$ cat config.mk
export PLATFORM = sky130hd
export DESIGN_NAME = multilevel_feedback_scheduler_flat
export DESIGN_NICKNAME = d
export VERILOG_FILES = /design/src/rtl/core/mfs_pkg.sv /design/src/rtl/core/mfs_if.sv /design/src/rtl/core/multilevel_feedback_scheduler.sv /design/src/rtl/core/mfs_store.sv /design/src/rtl/core/mfs_ctrl.sv /design/src/flat_wrapper.sv
export SDC_FILE = /design/constraint.sdc
export NUM_CORES = 1
export LEC_CHECK = 0
export BUFFER_PORTS_ARGS = -buffer_cell sky130_fd_sc_hd__buf_2
export CORE_MARGIN = 10
export CORE_UTILIZATION = 29
export CTS_BUF_LIST = sky130_fd_sc_hd__clkbuf_8
export DETAILED_ROUTE_END_ITERATION = 6
export MAX_ROUTING_LAYER = met4
export PLACE_DENSITY = 0.51
export SLEW_MARGIN = 20
export SYNTH_ARGS = -nofsm -noshare
export SYNTH_HDL_FRONTEND = slang
export SYNTH_SLANG_ARGS = --single-unit
export TNS_END_PERCENT = 20
$ cat constraint.sdc
create_clock -name clk_i -period 3.6 [get_ports clk_i]
set_clock_uncertainty 0.1 [all_clocks]
set_input_delay 0.36 -clock clk_i [delete_from_list [all_inputs] [get_ports clk_i]]
set_output_delay 0.36 -clock clk_i [all_outputs]
set_load 0.02 [all_outputs]
$ cat src/rtl/core/mfs_pkg.sv
// shared types, constants and helpers of the multilevel feedback scheduler
package mfs_pkg;

  localparam int unsigned LAST_LEVEL  = 3;
  localparam int unsigned QUEUE_DEPTH = 16;
  localparam int unsigned NUM_LEVELS  = LAST_LEVEL + 1;

  localparam int unsigned LVL_IDX_W = (NUM_LEVELS > 1) ? $clog2(NUM_LEVELS) : 1;
  localparam int unsigned PTR_W     = (QUEUE_DEPTH > 1) ? $clog2(QUEUE_DEPTH) : 1;
  localparam int unsigned CNT_W     = $clog2(QUEUE_DEPTH + 1);
  localparam int unsigned ADDR_W    = $clog2(NUM_LEVELS * QUEUE_DEPTH);

  localparam int unsigned ID_W    = 8;
  localparam int unsigned TIME_W  = 16;
  localparam int unsigned SUM_W   = TIME_W + 1;
  localparam int unsigned LEVEL_W = 3;

  localparam logic [LVL_IDX_W-1:0] LAST_IDX  = LVL_IDX_W'(LAST_LEVEL);
  localparam logic [PTR_W-1:0]     PTR_LAST  = PTR_W'(QUEUE_DEPTH - 1);
  localparam logic [CNT_W-1:0]     CNT_FULL  = CNT_W'(QUEUE_DEPTH);
  localparam logic [ADDR_W-1:0]    ROW_SPAN  = ADDR_W'(QUEUE_DEPTH);

  typedef enum logic [1:0] {
    OP_INSERT  = 2'd0,
    OP_REQUEUE = 2'd1,
    OP_SELECT  = 2'd2,
    OP_CHECK   = 2'd3
  } op_e;

  typedef enum logic [1:0] {
    ST_OK    = 2'd0,
    ST_FULL  = 2'd1,
    ST_CLAMP = 2'd2
  } status_e;

  typedef struct packed {
    op_e               op;
    logic [ID_W-1:0]   proc_id;
    logic [TIME_W-1:0] done_time;
    logic [TIME_W-1:0] elapsed_time;
    logic [TIME_W-1:0] service_time;
  } req_t;

  typedef struct packed {
    logic               found;
    logic [LEVEL_W-1:0] sel_level;
    logic               keep_running;
    logic               none_waiting;
    status_e            status;
  } res_t;

  typedef struct packed {
    logic              wr_en;
    logic [ADDR_W-1:0] wr_addr;
    logic [ID_W-1:0]   wr_data;
    logic              rd_en;
    logic [ADDR_W-1:0] rd_addr;
  } mem_req_t;

  function automatic logic [PTR_W-1:0] next_ptr(input logic [PTR_W-1:0] ptr);
    return (ptr == PTR_LAST) ? '0 : ptr + 1'b1;
  endfunction

  function automatic logic [ADDR_W-1:0] store_addr(input logic [LVL_IDX_W-1:0] lvl,
                                                   input logic [PTR_W-1:0] ptr);
    return ADDR_W'(lvl) * ROW_SPAN + ADDR_W'(ptr);
  endfunction

endpackage

$ cat src/rtl/core/mfs_if.sv
// request and response channel interfaces of the scheduler
interface mfs_req_if;
  logic                          valid;
  logic                          ready;
  mfs_pkg::op_e                  op;
  logic [mfs_pkg::ID_W-1:0]      proc_id;
  logic [mfs_pkg::TIME_W-1:0]    done_time;
  logic [mfs_pkg::TIME_W-1:0]    elapsed_time;
  logic [mfs_pkg::TIME_W-1:0]    service_time;

  modport source (output valid, op, proc_id, done_time, elapsed_time, service_time,
                  input ready);
  modport sink   (input valid, op, proc_id, done_time, elapsed_time, service_time,
                  output ready);
endinterface

interface mfs_rsp_if;
  logic                          valid;
  logic                          ready;
  logic                          found;
  logic [mfs_pkg::ID_W-1:0]      sel_id;
  logic [mfs_pkg::LEVEL_W-1:0]   sel_level;
  logic                          keep_running;
  logic                          none_waiting;
  mfs_pkg::status_e              status;

  modport source (output valid, found, sel_id, sel_level, keep_running, none_waiting,
                  status, input ready);
  modport sink   (input valid, found, sel_id, sel_level, keep_running, none_waiting,
                  status, output ready);
endinterface

$ cat src/rtl/core/multilevel_feedback_scheduler.sv
// multilevel feedback queue scheduler top level
//
//   channel  dir  handshake     carries
//   req_i    in   valid/ready   op, proc_id, done_time, elapsed_time, service_time
//   rsp_o    out  valid/ready   found, sel_id, sel_level, keep_running, none_waiting, status
//
// one request per cycle unless rsp_o stalls; a request passes the input register
// and then the result register before its response is valid, and the store read register
// sits beside the result register so selected ids are registered together with the result
// reset clears pointers, level counts and the running level; the id store is not cleared
// a stalled response holds res_q and a full s1_q; req_i.ready drops only when both are full
module multilevel_feedback_scheduler (
  input  logic  clk_i,
  input  logic  rst_ni,
  mfs_req_if.sink   req_i,
  mfs_rsp_if.source rsp_o
);
  import mfs_pkg::*;

  logic            s1_valid_q;
  req_t            s1_q;
  logic            out_valid_q;
  res_t            res_d, res_q;
  logic            adv;
  mem_req_t        mem_req;
  logic [ID_W-1:0] rd_data;

  assign adv         = s1_valid_q && (!out_valid_q || rsp_o.ready);
  assign req_i.ready = !s1_valid_q || adv;

  always_ff @(posedge clk_i or negedge rst_ni) begin
    if (!rst_ni) begin
      s1_valid_q  <= 1'b0;
      out_valid_q <= 1'b0;
    end else begin
      if (req_i.ready) begin
        s1_valid_q <= req_i.valid;
      end
      if (adv) begin
        out_valid_q <= 1'b1;
      end else if (rsp_o.ready) begin
        out_valid_q <= 1'b0;
      end
    end
  end

  always_ff @(posedge clk_i) begin
    if (req_i.ready && req_i.valid) begin
      s1_q <= '{op: req_i.op, proc_id: req_i.proc_id, done_time: req_i.done_time,
                elapsed_time: req_i.elapsed_time, service_time: req_i.service_time};
    end
    if (adv) begin
      res_q <= res_d;
    end
  end

  mfs_ctrl u_ctrl (
    .clk_i     (clk_i),
    .rst_ni    (rst_ni),
    .adv_i     (adv),
    .req_i     (s1_q),
    .res_o     (res_d),
    .mem_req_o (mem_req)
  );

  mfs_store u_store (
    .clk_i     (clk_i),
    .mem_req_i (mem_req),
    .rd_data_o (rd_data)
  );

  assign rsp_o.valid        = out_valid_q;
  assign rsp_o.found        = res_q.found;
  assign rsp_o.sel_id       = res_q.found ? rd_data : '0;
  assign rsp_o.sel_level    = res_q.sel_level;
  assign rsp_o.keep_running = res_q.keep_running;
  assign rsp_o.none_waiting = res_q.none_waiting;
  assign rsp_o.status       = res_q.status;

endmodule

$ cat src/rtl/core/mfs_store.sv
// process id store shared by all levels, one write and one registered read port
module mfs_store (
  input  logic                       clk_i,
  input  mfs_pkg::mem_req_t          mem_req_i,
  output logic [mfs_pkg::ID_W-1:0]   rd_data_o
);
  import mfs_pkg::*;

  logic [ID_W-1:0] mem_q [NUM_LEVELS*QUEUE_DEPTH];
  logic [ID_W-1:0] rd_data_q;

  always_ff @(posedge clk_i) begin
    if (mem_req_i.wr_en) begin
      mem_q[mem_req_i.wr_addr] <= mem_req_i.wr_data;
    end
  end

  always_ff @(posedge clk_i) begin
    if (mem_req_i.rd_en) begin
      rd_data_q <= mem_q[mem_req_i.rd_addr];
    end
  end

  assign rd_data_o = rd_data_q;

endmodule

$ cat src/rtl/core/mfs_ctrl.sv
// queue pointers, level counts, priority select and continue decision
module mfs_ctrl (
  input  logic               clk_i,
  input  logic               rst_ni,
  input  logic               adv_i,
  input  mfs_pkg::req_t      req_i,
  output mfs_pkg::res_t      res_o,
  output mfs_pkg::mem_req_t  mem_req_o
);
  import mfs_pkg::*;

  logic [PTR_W-1:0]     head_q [NUM_LEVELS];
  logic [PTR_W-1:0]     head_d [NUM_LEVELS];
  logic [PTR_W-1:0]     tail_q [NUM_LEVELS];
  logic [PTR_W-1:0]     tail_d [NUM_LEVELS];
  logic [CNT_W-1:0]     cnt_q  [NUM_LEVELS];
  logic [CNT_W-1:0]     cnt_d  [NUM_LEVELS];
  logic [LVL_IDX_W-1:0] run_level_q, run_level_d;
  logic                 run_valid_q, run_valid_d;

  logic [LVL_IDX_W-1:0] push_lvl;
  logic                 clamp;
  logic                 full;
  logic                 any_ready;
  logic [LVL_IDX_W-1:0] sel_lvl;
  logic [SUM_W-1:0]     sum;

  // target level of an insert or requeue
  always_comb begin
    push_lvl = '0;
    clamp    = 1'b0;
    if (req_i.op == OP_REQUEUE && run_valid_q) begin
      if (run_level_q == LAST_IDX) begin
        push_lvl = LAST_IDX;
        clamp    = 1'b1;
      end else begin
        push_lvl = run_level_q + 1'b1;
      end
    end
  end

  assign full = (cnt_q[push_lvl] == CNT_FULL);
  assign sum  = SUM_W'(req_i.done_time) + SUM_W'(req_i.elapsed_time);

  // first nonempty level
  always_comb begin
    any_ready = 1'b0;
    sel_lvl   = '0;
    for (int i = NUM_LEVELS - 1; i >= 0; i--) begin
      if (cnt_q[i] != '0) begin
        any_ready = 1'b1;
        sel_lvl   = LVL_IDX_W'(i);
      end
    end
  end

  always_comb begin
    head_d      = head_q;
    tail_d      = tail_q;
    cnt_d       = cnt_q;
    run_level_d = run_level_q;
    run_valid_d = run_valid_q;
    res_o       = '{found: 1'b0, sel_level: '0, keep_running: 1'b0,
                    none_waiting: 1'b0, status: ST_OK};
    mem_req_o   = '{wr_en: 1'b0, wr_addr: store_addr(push_lvl, tail_q[push_lvl]),
                    wr_data: req_i.proc_id, rd_en: 1'b0,
                    rd_addr: store_addr(sel_lvl, head_q[sel_lvl])};
    unique case (req_i.op) inside
      OP_INSERT, OP_REQUEUE: begin
        if (full) begin
          res_o.status = ST_FULL;
        end else begin
          mem_req_o.wr_en  = adv_i;
          tail_d[push_lvl] = next_ptr(tail_q[push_lvl]);
          cnt_d[push_lvl]  = cnt_q[push_lvl] + 1'b1;
          res_o.status     = clamp ? ST_CLAMP : ST_OK;
        end
      end
      OP_SELECT: begin
        if (any_ready) begin
          mem_req_o.rd_en = adv_i;
          head_d[sel_lvl] = next_ptr(head_q[sel_lvl]);
          cnt_d[sel_lvl]  = cnt_q[sel_lvl] - 1'b1;
          run_level_d     = sel_lvl;
          run_valid_d     = 1'b1;
          res_o.found     = 1'b1;
          res_o.sel_level = LEVEL_W'(sel_lvl);
        end
      end
      OP_CHECK: begin
        if (sum == SUM_W'(req_i.service_time)) begin
          res_o.keep_running = 1'b0;
        end else if (run_level_q == LAST_IDX) begin
          res_o.keep_running = 1'b1;
        end else begin
          res_o.keep_running = SUM_W'(req_i.elapsed_time) < (SUM_W'(1) << run_level_q);
        end
      end
      default: ;
    endcase
    res_o.none_waiting = 1'b1;
    for (int i = 0; i < NUM_LEVELS; i++) begin
      if (cnt_d[i] != '0) begin
        res_o.none_waiting = 1'b0;
      end
    end
  end

  always_ff @(posedge clk_i or negedge rst_ni) begin
    if (!rst_ni) begin
      for (int i = 0; i < NUM_LEVELS; i++) begin
        head_q[i] <= '0;
        tail_q[i] <= '0;
        cnt_q[i]  <= '0;
      end
      run_level_q <= '0;
      run_valid_q <= 1'b0;
    end else if (adv_i) begin
      head_q      <= head_d;
      tail_q      <= tail_d;
      cnt_q       <= cnt_d;
      run_level_q <= run_level_d;
      run_valid_q <= run_valid_d;
    end
  end

endmodule

$ cat src/flat_wrapper.sv
// flat-port wrapper written by rule: the top's interface ports become plain ports
module multilevel_feedback_scheduler_flat import mfs_pkg::*;
  (clk_i, rst_ni, req_i_valid, req_i_op, req_i_proc_id, req_i_done_time, req_i_elapsed_time, req_i_service_time, req_i_ready, rsp_o_valid, rsp_o_found, rsp_o_sel_id, rsp_o_sel_level, rsp_o_keep_running, rsp_o_none_waiting, rsp_o_status, rsp_o_ready);
  mfs_req_if req_i_i ();
  mfs_rsp_if rsp_o_i ();
  input  logic clk_i;
  input  logic rst_ni;
  input wire logic [$bits(req_i_i.valid)-1:0] req_i_valid;
  input wire logic [$bits(req_i_i.op)-1:0] req_i_op;
  input wire logic [$bits(req_i_i.proc_id)-1:0] req_i_proc_id;
  input wire logic [$bits(req_i_i.done_time)-1:0] req_i_done_time;
  input wire logic [$bits(req_i_i.elapsed_time)-1:0] req_i_elapsed_time;
  input wire logic [$bits(req_i_i.service_time)-1:0] req_i_service_time;
  output wire logic [$bits(req_i_i.ready)-1:0] req_i_ready;
  output wire logic [$bits(rsp_o_i.valid)-1:0] rsp_o_valid;
  output wire logic [$bits(rsp_o_i.found)-1:0] rsp_o_found;
  output wire logic [$bits(rsp_o_i.sel_id)-1:0] rsp_o_sel_id;
  output wire logic [$bits(rsp_o_i.sel_level)-1:0] rsp_o_sel_level;
  output wire logic [$bits(rsp_o_i.keep_running)-1:0] rsp_o_keep_running;
  output wire logic [$bits(rsp_o_i.none_waiting)-1:0] rsp_o_none_waiting;
  output wire logic [$bits(rsp_o_i.status)-1:0] rsp_o_status;
  input wire logic [$bits(rsp_o_i.ready)-1:0] rsp_o_ready;
  assign req_i_i.valid = req_i_valid;
  assign req_i_i.op = req_i_op;
  assign req_i_i.proc_id = req_i_proc_id;
  assign req_i_i.done_time = req_i_done_time;
  assign req_i_i.elapsed_time = req_i_elapsed_time;
  assign req_i_i.service_time = req_i_service_time;
  assign req_i_ready = req_i_i.ready;
  assign rsp_o_valid = rsp_o_i.valid;
  assign rsp_o_found = rsp_o_i.found;
  assign rsp_o_sel_id = rsp_o_i.sel_id;
  assign rsp_o_sel_level = rsp_o_i.sel_level;
  assign rsp_o_keep_running = rsp_o_i.keep_running;
  assign rsp_o_none_waiting = rsp_o_i.none_waiting;
  assign rsp_o_status = rsp_o_i.status;
  assign rsp_o_i.ready = rsp_o_ready;
  multilevel_feedback_scheduler u_core (.clk_i(clk_i), .rst_ni(rst_ni), .req_i(req_i_i), .rsp_o(rsp_o_i));
endmodule
==> results by stage, run 1 <==
Outcome:
- The run finished, with violations left.
- The checks that failed: setup timing.

Die:
- The horizontal die dimension is ~330 um.
- For this design the top-level I/O count stands at 80.
- The floorplan has 113 rows.
- The floorplan step defined a die boundary enclosing 0.109 sq mm.
- The starting density of the core is 29.3%.
- The height of the chip is 330 um.
- In this run the standard cell core region covers 0.0952 sq mm.

Layout:
- The final instance area is 0.0369 sq mm.
- Relative to the synthesized area, the layout overhead comes to 32.4%.
- Of the cells placed in the final design, the portion with a size suffix greater than 1 is 29.5%.
- The library cell used most frequently in the layout, excluding fill and tap cells, is edfxtp_1.
- For this run, the post-layout net count is 2784.
- The library cells used most frequently in the layout, excluding fill and tap cells, are 585 x edfxtp_1, 363 x nand2_1, 340 x buf_4.

Clock tree:
- The H-tree generated during clock tree synthesis spans 3 levels.
- The number of clock sinks seen by CTS is around 640.
- The number of clock buffers added by TritonCTS is 109.
- After clock tree synthesis, the clock-pin slew on the worst setup and hold paths is 0.06 ns.
- At the later pin of the worst-skew pair, clock insertion delay measures 0.73 ns.
- TritonCTS built the clock tree.
- The tree is rooted in a clkbuf_8.
- Counting along the longest clock path gives a buffer depth of 3.

Worst setup path:
- The kind of cell with the highest combined delay along the critical path is simple AND/OR/NAND/NOR gates.
- Counting both buffers and inverters, the worst setup path holds a total of 4.
- The worst setup path is captured at a register.
- Counting cells, the worst reg-to-reg path comes to 13.
- The largest single stage delay on the critical path is 0.54 ns.
- The worst reg2reg path endpoint is u_core.u_store.rd_data_o[3].
- Walking the worst path, the cells encountered are or4_4, or2_4, o311ai_4, a21oi_4, bufinv_16, buf_12, buf_12, mux2i_4, o221ai_2, a31oi_1, buf_4, nor3_1, or4_1.
- Setup slack on the worst reg-to-reg path comes out at -0.17 ns.
- The largest individual stage delay along the critical path comes from the cell or4_4.
- The most numerous cell type found on the critical path is buf_12.
- The worst setup path is of the register to register kind.
- At the worst endpoint, the arrival time is 4.16 ns.
- The startpoint of the most critical register-to-register path is u_core.u_ctrl.cnt_q[11].
- The required time of the critical path is 3.99 ns.
- In this run the worst path has a maximum fanout of 7.
- STA classifies the critical path startpoint as a register.

Yosys:
- The sequential share of the synthesized area is 68.1%.
- The number of unique standard cell types used by synthesis is ~80.
- For this run, asynchronously set or reset flops after synthesis account for 8.88%.
- Yosys mapped a number of flops with a built-in enable equal to 585.
- The mapped netlist covers ~0.028 sq mm.
- During synthesis, Yosys emitted a total of 0 warnings.
- The flip-flop cell with the highest count after synthesis is edfxtp_1.
- After synthesis the netlist holds a flip-flop and latch count of between 600 and 700.
- Each instance of the synthesized netlist takes up on average ~13 sq um.
- The gate count of the mapped netlist is 2140.
- When the netlist entered floorplanning its net count stood at 2227.

Routing:
- In this run the remaining antenna-violating nets after routing total 0.
- The routed design has 92700 um of wire.
- The routed layout has 20420 vias.
- The detailed-routing iteration count for the pre-antenna-repair pass is 5.
- Dividing the detail-routed wire length by the instance count gives 22.9 um.
- The average vias per placed instance is 5.04.
- The count of unresolved DRC violations after routing is 0.
- The number of DRC markers after the initial detailed-route iteration is 2023.

Timing:
- The worst-margin pin slew is 0.919 ns.
- Headroom to the max-slew limit came out at between 30 and 40%.
- For the finished layout, the period the worst path requires is approximately 3.8 ns.
- Timing would allow up to roughly 270 MHz.
- The final count of pins violating max slew came to 0.
- The fraction of the cycle the final worst path needs is 105%.
- The worst-case hold slack is 0.170 ns.
- The total count of hold-check failures in the final report is 0.
- Setup violations remaining at the end of the flow were counted as 8.
- For the final routed database, the setup TNS stands at -1.10 ns.
- Setup repair after global routing could not meet its margin everywhere.
- In the post-route analysis, the smallest setup slack over all paths is -0.166 ns.

Place:
- The HPWL after detailed placement is about 60000 um.
- Port buffering added 78 buffers.
- The congestion estimate from routability-driven global placement came to roughly 0.9.
- The post-placement cell area is 0.0325 sq mm.

Pwr:
- The part of the total power dissipated in sequential elements is about 28%.
- The internal portion of the total power is around 19 mW.
- The switching fraction of total power is between 30% and 40%.
- The power share of the clock group is 19.9%.
- Power spread over the standard cell area amounts to 835 mW/mm^2.
- The worst voltage drop across the vdd grid is 0.542 mV.
- The net switching power is approximately 12 mW.
- The leakage power total is 13.6 nW.
- The share of total power dissipated in combinational logic is about half.

Global routing:
- The first global-routing pass estimated between 100000 and 150000 um of wire.
- The largest net degree at the start of global routing is 65.
- The initial antenna violation count came to 5.
- The total overflow left after global routing is 0.
- In the global route stage, overall resource usage came out at 16.8%.
- The number of global-route vias before repair is ~20000.

Hold path:
- In this run the worst hold path is classified as primary input to async pin.

Job:
- Across the run, the number of max-cap violations was 0.
## layer usage
layer	share of wire, %	wire, um	global-route usage [%]	vias to the layer above
li1	-	-	-	9230
met3	6.2	5760	2.90	151
met4	2.4	2260	4.71	0
met2	48	44400	26.7	729
met5	0	0	-	-
met1	43	40300	22.1	10310
## worst max path at each step
stage                                        to  slack (ns)  cells after the start                       from
CTS                 u_core.u_store.rd_data_o[3]       -0.16                     11    u_core.u_ctrl.cnt_q[13]
finish              u_core.u_store.rd_data_o[3]       -0.17                     13    u_core.u_ctrl.cnt_q[11]
global route        u_core.u_store.rd_data_o[4]       -0.32                     13    u_core.u_ctrl.cnt_q[11]
detailed placement  u_core.u_store.rd_data_o[5]       -0.53                     12    u_core.u_ctrl.cnt_q[13]
global placement    u_core.u_store.mem_q[38][5]       -0.52                     13            u_core.s1_q[57]
floorplan           u_core.u_store.mem_q[10][0]       -0.12                     14  u_core.u_ctrl.run_valid_q
## power groups by stage
stage                     registers, mW  clock network (mW)  logic, mW
after floorplan                    8.95                   0       6.52
after detailed placement           8.92                   0       12.8
after global routing               8.83                6.65       16.8
final                              8.79                6.13       15.9
after global placement             8.91                   0       12.8
after CTS                          8.78                6.30       14.1
## Yosys cell counts, drive strengths merged, types with 6 or more instances
cell     count  area, sq um
a211oi      72          541
a21o         9         67.6
a21oi       50          262
a221oi       6         52.6
a22oi        9         67.6
a311oi      39          342
a31oi       40          250
a32oi       11          115
and2        12         75.1
and3         6         37.5
buf         64          334
clkbuf      55          206
dfrtp       57         1430
edfxtp     585        17600
ha          24          300
inv         51          191
mux2        35          394
mux2i      118         1180
nand2      372         1400
nand2b      11         68.8
nand3      122          611
nand3b       7         52.6
nand4       11         68.8
nor2       128          480
nor2b        6         37.5
nor3        22          110
nor4        11         75.1
o2111ai      6         58.8
o211ai      11         82.6
o21a         9         67.6
o21ai       59          295
o221ai      13          114
o22ai        9         56.3
o32ai        6         52.6
or4          9         71.3
xnor2       31          272
xor2         6         52.6
## state kept, by name (all words and copies together) (netlist names)
signal	cells
u_core.u_ctrl.cnt_q	20
u_core.rsp_o.found	1
u_core.rsp_o.sel_level	2
u_core.rsp_o.none_waiting	1
u_core.u_ctrl.run_valid_q	1
u_core.rsp_o.valid	1
u_core.rsp_o.status	2
u_core.u_store.mem_q	512
u_core.s1_valid_q	1
u_core.u_ctrl.run_level_q	2
u_core.u_ctrl.head_q	16
u_core.u_store.rd_data_o	8
u_core.rsp_o.keep_running	1
u_core.s1_q	58
u_core.u_ctrl.tail_q	16
## through the flow
| step | total power, mW | instances | setup WS [ns] | utilization, % |
|---|---|---|---|---|
| after global routing | 32.3 | 4054 | -0.320 | 38.8 |
| after floorplan | 15.5 | 2140 | -0.123 | - |
| after detailed placement | 21.7 | 3727 | -0.532 | 34.1 |
| after global placement | 21.7 | 3727 | -0.521 | 34.1 |
| after CTS | 29.2 | 4007 | -0.157 | 37.5 |
| final | 30.8 | 4054 | -0.166 | 38.8 |
## final cells by class
cell class | count | area, sq um
fillers | 8998 | 58200
flip-flops and latches | 642 | 19000
multi-input cells | 1328 | 9040
repair buffers | 562 | 5020
well taps | 1265 | 1580
clock buffers | 112 | 1540
clock inverters | 86 | 445
inverters | 51 | 218
repair inverters | 3 | 57.6
diodes | 5 | 12.5
## what timing repair did
action	CTS	global route
hold buffers	62	0
resized for setup	74	163
pin swaps	13	60
endpoints found under the setup margin	99	456
cloned	6	5
setup buffers	14	40
endpoints found under the hold margin	93	0
## worst register-to-register path: stages, from the launching register on
cell	delay (ns)
dfrtp_1	0.38
or4_4	0.54
or2_4	0.31
o311ai_4	0.34
a21oi_4	0.10
bufinv_16	0.28
buf_12	0.13
buf_12	0.11
mux2i_4	0.24
o221ai_2	0.11
a31oi_1	0.23
buf_4	0.15
nor3_1	0.09
or4_1	0.42
## logic make-up (layout without fill, tap and decap cells)
kind of cell             count (synthesis)  in the layout  share of synthesized area (%)
AND/OR/NAND/NOR                        731            731                           11.4
flip-flops                             642            642                           68.1
AO/OA/AOI/OAI                          381            381                           9.82
buffers and inverters                  170            814                           2.63
multiplexers                           153            153                           5.65
XOR/XNOR                                37             37                           1.16
adder cells (fa/ha/maj)                 25             25                           1.15
other                                    1              6                         0.0135
No activity file was read; power rests on OpenSTA's default activity.
==> run 2: changes to the inputs <==
--- a/config.mk
+++ b/config.mk
@@ -6,12 +6,14 @@
 export NUM_CORES = 1
 export LEC_CHECK = 0
 export BUFFER_PORTS_ARGS = -buffer_cell sky130_fd_sc_hd__buf_2
+export CELL_PAD_IN_SITES_DETAIL_PLACEMENT = 0
+export CELL_PAD_IN_SITES_GLOBAL_PLACEMENT = 1
 export CORE_MARGIN = 10
 export CORE_UTILIZATION = 29
 export CTS_BUF_LIST = sky130_fd_sc_hd__clkbuf_8
 export DETAILED_ROUTE_END_ITERATION = 6
 export MAX_ROUTING_LAYER = met4
-export PLACE_DENSITY = 0.51
+export PLACE_DENSITY = 0.56
 export SLEW_MARGIN = 20
 export SYNTH_ARGS = -nofsm -noshare
 export SYNTH_HDL_FRONTEND = slang
==> constraint.sdc (replaced) <==
create_clock -name clk_i -period 4.1 [get_ports clk_i]
set_clock_uncertainty 0.1 [all_clocks]
set_input_delay 0.41 -clock clk_i [delete_from_list [all_inputs] [get_ports clk_i]]
set_output_delay 0.41 -clock clk_i [all_outputs]
set_load 0.02 [all_outputs]
==> results by stage, run 2 (same netlist as run 1, synthesis figures left out) <==
Global routing:
- The number of global-route vias before repair was a little over 20000.
- For this run, the total global-route usage over all layers was measured as 16.9%.
- The initial antenna violation count was 1.
- The first global-routing pass estimated 134000 um of wire.
- Entering global routing, the biggest net connects 68 pins.
- The global-route congestion overflow total is 0.

Layout:
- The flip-flop count of the largest register, all copies and words added is 512.
- The library cells used most frequently in the layout, excluding fill and tap cells, are 585 x edfxtp_1, 372 x nand2_1, 224 x buf_4.
- The final net count is 2609.
- The share of post-route cells with drive strength above 1 is 20.2%.
- The most common library cell in the layout ignoring fill and taps is edfxtp_1.
- The most flop-heavy register is u_core.u_store.mem_q.
- The area growth from synthesis to layout is 23.1%.
- The finished layout holds 3879 standard cells, fillers aside.
- With fillers left out, the area of the finished cells amounts to 0.0343 sq mm.
- The largest registers in the layout are u_core.u_store.mem_q: 512 flops, u_core.s1_q: 58 flops, u_core.u_ctrl.cnt_q: 20 flops.

Timing:
- The peak clock frequency supported by timing is 250 MHz.
- Setup repair after global routing could not meet its margin everywhere.
- For the pin with the worst max-slew slack, the measured transition is 0.976 ns.
- The routed design could run at a clock period as short as around 4 ns.
- The setup TNS after final layout is 0 ns.
- The total count of hold-check failures in the final report is 0.
- The fraction of the cycle the final worst path needs is 97.7%.
- The final count of pins violating max slew was 0.
- The final-report setup violation count is 0.
- The relative slew slack is 34.9%.
- Setup slack closes at 0.0949 ns.

Die:
- After floorplanning, the core was sized to cover 0.0952 sq mm.
- In this run the vertical extent of the chip is 330 um.
- The area of the die is 0.109 sq mm.
- The starting density of the core is 29.3%.
- The initialized floorplan defines 113 standard-cell rows.
- The horizontal die dimension is 330 um.
- 80 I/O pins were placed.

Place:
- The post-placement cell area is 0.0314 sq mm.
- The number of I/O port buffers is 78.
- The global placement routability congestion is 0.876.
- The number of instances in the placed design is 3607.
- The post-placement worst setup slack is -0.229 ns.
- The estimated wirelength of the detail-placed design is 59700 um.

Worst setup path:
- STA classifies the critical path startpoint as a register.
- The nature of the critical path endpoint is a register.
- The data arrival time of the critical path is 4.39 ns.
- Walking the worst path, the cells encountered are or4_4, o2111ai_1, o311ai_4, a21oi_4, inv_6, buf_4, a211oi_1, a311oi_1, a311oi_2, a211oi_1, buf_4, or4_1.
- The maximum cell stage delay along the critical path is about 0.50 ns.
- The critical-path cell with the highest stage delay is or4_4.
- The top fanout value on the critical path is 23.
- Data on the critical path is required at its endpoint by 4.48 ns.
- The kind of critical path is register to register.

Clock tree:
- The number of buffers created by CTS is between 100 and 150.
- For this design, the sink count on the clock tree is 642.
- After clock tree synthesis, the clock-pin slew on the worst setup and hold paths is 0.06 ns.
- The clock latency on the worst-skew pair is 0.77 ns.
- The buffer depth of the longest clock path is 3.
- The clock tree synthesis step divided the H-tree into 3 levels.
- CTS placed an instance of clkbuf_8 at the clock tree root.
- TritonCTS built the clock tree.

Routing:
- The number of vias after detailed routing is 19461.
- After detailed routing, the average wire length per cell comes to 23.6 um.
- The count of unresolved DRC violations after routing is 0.
- The number of DRC markers after the initial detailed-route iteration is 1789.
- The average vias per placed instance is about 5.0.
- The final antenna-violating net count is 0.
- The detailed-routing iteration count for the pre-antenna-repair pass is 5.
- The detailed-route wire length is 91500 um.

Pwr:
- The worst voltage drop across the vdd grid is 0.390 mV.
- The leakage power total is 12.5 nW.
- In this run the power density over the cells is 705 mW/mm^2.

Hold path:
- The tightest min-delay check is of the primary input to async pin type.

Outcome:
- The run finished with clean final reports.

Job:
- The tool flagged a number of max-cap violations equal to 0.
run 2: changes by cell type in the layout (fill, tap and decap cells not counted), sizes merged:
cell	change
inv	+9
clkinv	-6
clkbuf	-8
clkinvlp	+2
diode	-4
bufinv	+1
buf	-169
run 2: stage by stage:
stage | power [mW] | hold slack, ns | utilization, %
2_1_floorplan | 13.6 | 0.0144 | -
3_3_place_gp | 18.4 | 0.370 | 33.0
3_5_place_dp | 18.4 | 0.393 | 33.0
4_1_cts | 24.0 | 0.193 | 35.9
5_1_grt | 25.4 | 0.230 | 36.1
6_report | 24.2 | 0.252 | 36.1
run 2: path summary, 6_finish.rpt:
path | start | to | slack, ns | cells after the start
worst min-delay path | rst_ni | u_core.u_ctrl.cnt_q[10] | 0.25 | 2
worst max-delay path | u_core.u_ctrl.cnt_q[10] | u_core.u_store.rd_data_o[4] | 0.09 | 12
min in group clk_i | req_i_done_time[9] | u_core.s1_q[41] | 0.28 | 2
worst max register to register | u_core.u_ctrl.cnt_q[10] | u_core.u_store.rd_data_o[4] | 0.09 | 12
max in group asynchronous | rst_ni | u_core.u_ctrl.head_q[7] | 2.77 | 3
worst min register to register | u_core.s1_valid_q | u_core.rsp_o.valid | 0.39 | 1
run 2: power breakdown:
part / switching (mW) / leakage [nW] / internal (mW)
sequential: 0.196 / 6.03 / 7.52
combinational: 6.91 / 5.28 / 4.08
clock: 2.76 / 1.19 / 2.71
total: 9.86 / 12.5 / 14.3
run 2: layout make-up:
cell class / instances / area [sq um]
fill: 9325 / 60800
sequential: 642 / 19000
multi-input combinational: 1328 / 8320
timing repair buffer: 388 / 3140
tap: 1265 / 1580
clock buffer: 109 / 1500
clock inverter: 93 / 538
inverter: 51 / 218
timing repair inverter: 2 / 17.5
antenna: 1 / 2.50
run 2: timing repair:
item / 4_1_cts / 5_1_grt
hold buffers: 62 / 0
resized for setup: 6 / 24
endpoints found under the setup margin: 6 / 11
pin swaps: 1 / 4
setup buffers: 0 / 5
gates cloned: 0 / 2
hold endpoints to repair: 95 / 0
run 2: worst max-delay path, delay by kind of cell, from the launching register on:
kind / cells / cell delay [ns]
AOI/OAI and AO/OA: 7 / 1.62
buffers and inverters: 3 / 0.61
DFF: 1 / 0.39
and+or+nand+nor: 2 / 1.00
run 2: metal layers:
layer,GRT usage [%],vias up,routed length [um]
li1,-,8895,-
met1,22.6,9764,41700
met2,26.2,637,41900
met3,2.77,165,5010
met4,5.37,0,2820
met5,-,-,0
